File: src/sv/tdp_pkg.sv
// ----------------------------------------------------------------------------
// tdp_pkg
// shared types for the trial division prime test: sequencer states and the
// control and status groups between the sequencer and the remainder unit
// ----------------------------------------------------------------------------
package tdp_pkg;

    // smallest divisor tried, and the only even one
    localparam int FIRST_DIVISOR = 2;

    // sequencer states
    typedef enum logic [1:0] {
        SEQ_IDLE,
        SEQ_CHECK,
        SEQ_DIVIDE
    } seq_state_t;

    // sequencer to remainder unit
    typedef struct packed {
        logic start;
    } rem_ctl_t;

    // remainder unit to sequencer
    typedef struct packed {
        logic done;
        logic zero;
    } rem_sts_t;

endpackage

File: src/sv/tdp_seq.sv
// ----------------------------------------------------------------------------
// tdp_seq
// sequencer: screens the candidate, steps the divisor and its square, and
// launches one remainder per divisor until a factor or the square bound
// ----------------------------------------------------------------------------
module tdp_seq #(
    parameter int VALUE_WIDTH = 32,
    parameter int NW          = 31,
    parameter int DW          = 17
) (
    input  logic                   clk,
    input  logic                   rst_n,
    input  logic                   start,
    input  logic [VALUE_WIDTH-1:0] candidate,
    output logic                   busy,
    output logic                   done,
    output logic                   is_prime,
    output tdp_pkg::rem_ctl_t      rem_ctl,
    input  tdp_pkg::rem_sts_t      rem_sts,
    output logic [NW-1:0]          dividend,
    output logic [DW-1:0]          divisor
);
    import tdp_pkg::*;

    seq_state_t             state_reg, state_next;
    logic [NW-1:0]          n_reg, n_next;
    logic [DW-1:0]          d_reg, d_next;
    logic [VALUE_WIDTH-1:0] sq_reg, sq_next;
    logic                   done_reg, done_next;
    logic                   prime_reg, prime_next;
    logic                   launch;

    // state and control registers
    always_ff @(posedge clk or negedge rst_n)
    begin
        if (!rst_n)
        begin
            state_reg <= SEQ_IDLE;
            done_reg  <= 1'b0;
        end
        else
        begin
            state_reg <= state_next;
            done_reg  <= done_next;
        end
    end

    // payload registers
    always_ff @(posedge clk)
    begin
        n_reg     <= n_next;
        d_reg     <= d_next;
        sq_reg    <= sq_next;
        prime_reg <= prime_next;
    end

    // next state, divisor stepping and result
    always_comb
    begin
        state_next = state_reg;
        n_next     = n_reg;
        d_next     = d_reg;
        sq_next    = sq_reg;
        prime_next = prime_reg;
        done_next  = 1'b0;
        launch     = 1'b0;
        unique case (state_reg)
            SEQ_IDLE:
            begin
                if (start)
                begin
                    n_next  = candidate[NW-1:0];
                    d_next  = DW'(FIRST_DIVISOR);
                    sq_next = VALUE_WIDTH'(FIRST_DIVISOR * FIRST_DIVISOR);
                    // negative, zero and one are not prime
                    if (candidate[VALUE_WIDTH-1]
                        || (candidate[NW-1:0] < NW'(FIRST_DIVISOR)))
                    begin
                        prime_next = 1'b0;
                        done_next  = 1'b1;
                    end
                    else
                    begin
                        state_next = SEQ_CHECK;
                    end
                end
            end
            SEQ_CHECK:
            begin
                // square bound passed: no factor exists
                if (sq_reg > {1'b0, n_reg})
                begin
                    prime_next = 1'b1;
                    done_next  = 1'b1;
                    state_next = SEQ_IDLE;
                end
                else
                begin
                    launch     = 1'b1;
                    state_next = SEQ_DIVIDE;
                end
            end
            SEQ_DIVIDE:
            begin
                if (rem_sts.done)
                begin
                    if (rem_sts.zero)
                    begin
                        prime_next = 1'b0;
                        done_next  = 1'b1;
                        state_next = SEQ_IDLE;
                    end
                    else
                    begin
                        // after two only odd divisors: (d+2)^2 = d^2 + 4d + 4
                        if (d_reg == DW'(FIRST_DIVISOR))
                        begin
                            d_next  = DW'(FIRST_DIVISOR + 1);
                            sq_next = VALUE_WIDTH'((FIRST_DIVISOR + 1)
                                                   * (FIRST_DIVISOR + 1));
                        end
                        else
                        begin
                            d_next  = d_reg + DW'(2);
                            sq_next = sq_reg + VALUE_WIDTH'({d_reg, 2'b00})
                                      + VALUE_WIDTH'(4);
                        end
                        state_next = SEQ_CHECK;
                    end
                end
            end
            default:
            begin
                state_next = SEQ_IDLE;
            end
        endcase
    end

    assign busy          = (state_reg != SEQ_IDLE);
    assign done          = done_reg;
    assign is_prime      = prime_reg;
    assign rem_ctl.start = launch;
    assign dividend      = n_reg;
    assign divisor       = d_reg;

    // a remainder is launched only from the bound check
    a_launch_from_check: assert property (@(posedge clk) disable iff (!rst_n)
        launch |-> (state_reg == SEQ_CHECK))
        else $error("remainder launched outside bound check");

    // divisors under test are two or odd
    a_divisor_form: assert property (@(posedge clk) disable iff (!rst_n)
        (state_reg == SEQ_DIVIDE) |-> (d_reg[0] || (d_reg == DW'(FIRST_DIVISOR))))
        else $error("even divisor other than two under test");

    // a prime verdict comes only from the square bound check
    a_prime_source: assert property (@(posedge clk) disable iff (!rst_n)
        (done_reg && prime_reg) |-> ($past(state_reg) == SEQ_CHECK))
        else $error("prime reported outside bound check");

    // the remainder unit answers only while a divide is pending
    a_rem_answer: assert property (@(posedge clk) disable iff (!rst_n)
        rem_sts.done |-> (state_reg == SEQ_DIVIDE))
        else $error("remainder result with no divide pending");

endmodule

File: config.mk
export PLATFORM = sky130hd
export DESIGN_NAME = tdp_seq
export DESIGN_NICKNAME = d
export VERILOG_FILES = /design/src/sv/tdp_pkg.sv /design/src/sv/tdp_seq.sv
export SDC_FILE = /design/constraint.sdc
export NUM_CORES = 1
export LEC_CHECK = 0
export ABC_AREA = 1
export BUFFER_PORTS_ARGS = -buffer_cell sky130_fd_sc_hd__buf_2
export CORE_UTILIZATION = 30
export CTS_BUF_LIST = sky130_fd_sc_hd__clkbuf_4 sky130_fd_sc_hd__clkbuf_8
export DETAILED_ROUTE_END_ITERATION = 10
export HOLD_SLACK_MARGIN = 0.08
export MAX_ROUTING_LAYER = met4
export PLACE_DENSITY = 0.43
export REMOVE_ABC_BUFFERS = 1
export SETUP_SLACK_MARGIN = 0.5
export SYNTH_ARGS = -nofsm -noshare
export SYNTH_HDL_FRONTEND = slang
export SYNTH_SLANG_ARGS = --single-unit
export TNS_END_PERCENT = 5
File: constraint.sdc
create_clock -name clk -period 4.9 [get_ports clk]
set_input_delay 0.735 -clock clk [delete_from_list [all_inputs] [get_ports clk]]
set_output_delay 0.735 -clock clk [all_outputs]
set_load 0.02 [all_outputs]
==> key figures <==
Status
  – Status: complete, no violations

Place
  – Routability cong.: 0.9205
  – IO Port Bufs: just under 90
  – DP Area: 6661 um2
  – Dpl hpwl: between 10 and 15 mm
  – Cells after DPL: 1099

Worst setup path
  – Crit-path slowest cell: edfxtp_1
  – Critical Path Max Stage Delay: 0.51 ns
  – Crit path arrival time: 2.35 ns
  – CP cell instances: ha_1 -> nand2_1 -> nor2_1 -> nand4_1 -> nor3_1 -> nand3_1 -> nand2_1 -> nand2_1 -> inv_1 -> buf_2
  – Worst setup SP type: flip-flop
  – Crit end category: output pin
  – Worst Setup Path Type: reg2out
  – Max FO, Critical Path: 7
  – Cell repeated most along the worst path: nand2_1
  – CP Data Required Time: 4.16 ns
  – Reg2Reg Depth: 13

Clocking
  – CTS H-tree depth: 3
  – CTS sink count: 83
  – Num CTS Buffers: 9
  – Clk slew on worst S/H paths: roughly 0.09 ns
  – Clk_lat worst skew: 0.38 ns
  – Postcts setup bufs: 0
  – TritonCTS clock tree: built
  – Clock Path Buffers: 2
  – Cts hold-fix bufs: 0
  – Clock Tree Root: clkbuf_8
  – CTS resizes: 0

Power
  – Seq pwr share: around a third
  – Pwr/cell area: 671.5 nW/um2
  – Clk pwr share: about 12%
  – Sw frac: 50.82%
  – Peak supply drop: 221.5 uV
  – Int Pwr: ~2.3 mW
  – Combinational fraction of design power: 55.2%
  – Lkg Pwr: around 3.4 nW
  – Total chip power: between 4 and 5 mW
  – Switch Pwr: 2.346 mW

Synthesis
  – Netlist cell types: 32
  – Synth top area share: 40.66%
  – Number of synthesized register bits: a little over 80
  – Main combinational cell family by area after synthesis: simple AND/OR/NAND/NOR gates
  – Post-synth EDFFs: 80
  – Yosys warning count: 0
  – Register area share after synthesis: 41.93%
  – Most frequent cell after synthesis: nand2_1
  – Mapped cell area: 5908 um2
  – Ys async rst share: 3.614%
  – Gate Count Post-Synth: 753
  – Most used DFF post-synth: edfxtp_1
  – Simple logic cell fraction of the synthesized area: 30.22%
  – Adder-cell share of the synthesized area: 14.10%
  – Mux contribution to synthesized area: 0%
  – Yosys top cell by area: edfxtp_1
  – Synth top area cells: edfxtp_1 41%, nand2_1 14%, ha_1 14%
  – Most common library cells after synthesis: 226 x nand2_1, 118 x inv_1, 110 x nor2_1, 80 x edfxtp_1, 65 x ha_1
  – XOR/XNOR Fraction of Synth Area: 0.8895%
  – Complex-gate fraction of the synthesized area: 4.659%
  – Synthesized area per cell: roughly 7.8 um2

Final layout
  – Share of layout cells above drive strength 1: 14.29%
  – Fin cells: between 1000 and 1500
  – Total Nets Final: 953
  – Post-route cell area: 6875 um2
  – Area grow syn2layout: 16.37%
  – Number of diodes: 0

Detailed routing
  – Drt pass-1 iters: 4
  – Via density: about 4.6
  – Final wirelength: roughly 17 mm
  – Vias: 5127
  – Final ANT Viol Nets: 0
  – Iteration-0 DRC count of the detailed router: approximately 330
  – Avg WL per Cell: 14.84 um
  – Residual DRC: 0

Timing
  – Final hold violations: 0
  – Slew @ Worst Pin: 0.9061 ns
  – Crit share post-route: 62.91%
  – Tmin final: 3.082 ns
  – # setup viols final: 0
  – RSZ-0062 raised after global routing: no
  – Post-route setup TNS: 0 ns
  – Slew margin rel.: 39.45%
  – Clock skew: 0.01574 ns
  – Achievable frequency: approximately 0.32 GHz
  – Max-slew violations: 0

GRT
  – Vias in the first global route: 5128
  – Met1 usage: 24.95%
  – First-pass GRT wire length: 26.90 mm
  – Largest net degree at the start of global routing: 29
  – M3 GR Usage: 2.221%
  – GRT Util Overall: 18.08%
  – Grt ovf: 0
  – Met2 GRT Util: 27.58%
  – Initial antenna violation count: 0
  – Gr busiest metal: met2

Worst hold path
  – Worst hold-check path type: in2async

Floorplanning
  – Die W: about 140 um
  – Die Height: about 140 um
  – Die area: 20260 um2
  – Core box area: approximately 19000 um2
  – Num rows: 50
  – Initial Util: 31.07%
  – Num ports: between 80 and 90

Run
  – MaxCap Viol Count: 0
[critical path: cells and delay by family (launching register included)]
| family | cells | cell delay (ns) |
|---|---|---|
| flops | 1 | 0.51 |
| fa+ha+maj | 1 | 0.34 |
| buf+inv | 2 | 0.21 |
| simple gates | 7 | 0.92 |
[layout make-up]
| cell class | count | area, um2 |
|---|---|---|
| clock buffers | 9 | 123.9 |
| clock inverters | 6 | 90.09 |
| fillers | 2090 | 12140 |
| inverters | 119 | 446.7 |
| multi-input cells | 547 | 2957 |
| flip-flops and latches | 83 | 2477 |
| well taps | 260 | 325.3 |
| repair buffers | 90 | 455.4 |
[cell families (layout without fill, tap and decap cells)]
| kind of cell | Yosys count | in the layout |
|---|---|---|
| AO/OA/AOI/OAI | 51 | 51 |
| XOR/XNOR | 6 | 6 |
| adder cells (fa/ha/maj) | 66 | 66 |
| buffers and inverters | 123 | 224 |
| flip-flops | 83 | 83 |
| AND/OR/NAND/NOR | 424 | 424 |
[through the flow]
step	worst slack [ns]	utilization (%)	hold WS [ns]
floorplan	1.496	-	0.4394
global placement	2.194	35.03	0.5360
detailed placement	2.179	35.03	0.5363
CTS	1.763	36.15	0.1254
global route	1.576	36.15	0.1168
finish	1.818	36.15	0.1450
[layout by cell type, fill, tap and decap left out, drive strengths merged, types with 2 or more instances in the layout]
cell    instances
nor4            4
xor2            6
nand2         228
o21ai           8
nor3           15
bufinv          2
clkbuf          9
buf            90
o21bai          3
nand3          40
edfxtp         80
nand3b          3
ha             65
nor2          114
a21o            3
nor3b           4
nand4          12
inv           120
a21oi          36
clkinv          2
dfrtp           3
or2             3
[power by group through the flow]
| stage | logic, mW | clock network [mW] | registers (mW) |
|---|---|---|---|
| 3_5_place_dp | 2.55 | 0 | 1.52 |
| 2_1_floorplan | 1.69 | 0 | 1.53 |
| 3_3_place_gp | 2.54 | 0 | 1.51 |
| 4_1_cts | 2.57 | 0.585 | 1.51 |
| 6_report | 2.55 | 0.566 | 1.50 |
| 5_1_grt | 2.94 | 0.620 | 1.55 |
[path summary, 6_finish.rpt]
kind / from / slack (ns) / to
worst max-delay path: sq_reg[21] / 1.82 / rem_ctl
worst min-delay path: rst_n / 0.14 / done
worst max register to register: divisor[1] / 2.16 / sq_reg[19]
worst min register to register: sq_reg[0] / 0.64 / sq_reg[0]
max in group asynchronous: rst_n / 4.64 / state_reg[0]
min in group clk: candidate[0] / 0.52 / dividend[0]
[routing by layer]
metal	vias to the layer above	wire length [um]	share of wire (%)
li1	2638	-	-
met1	2353	8300	50
met2	120	7327	44
met3	16	701	4.2
met4	0	201	1.2
met5	-	0	0
Note: power is estimated with default switching activity, not from simulation.
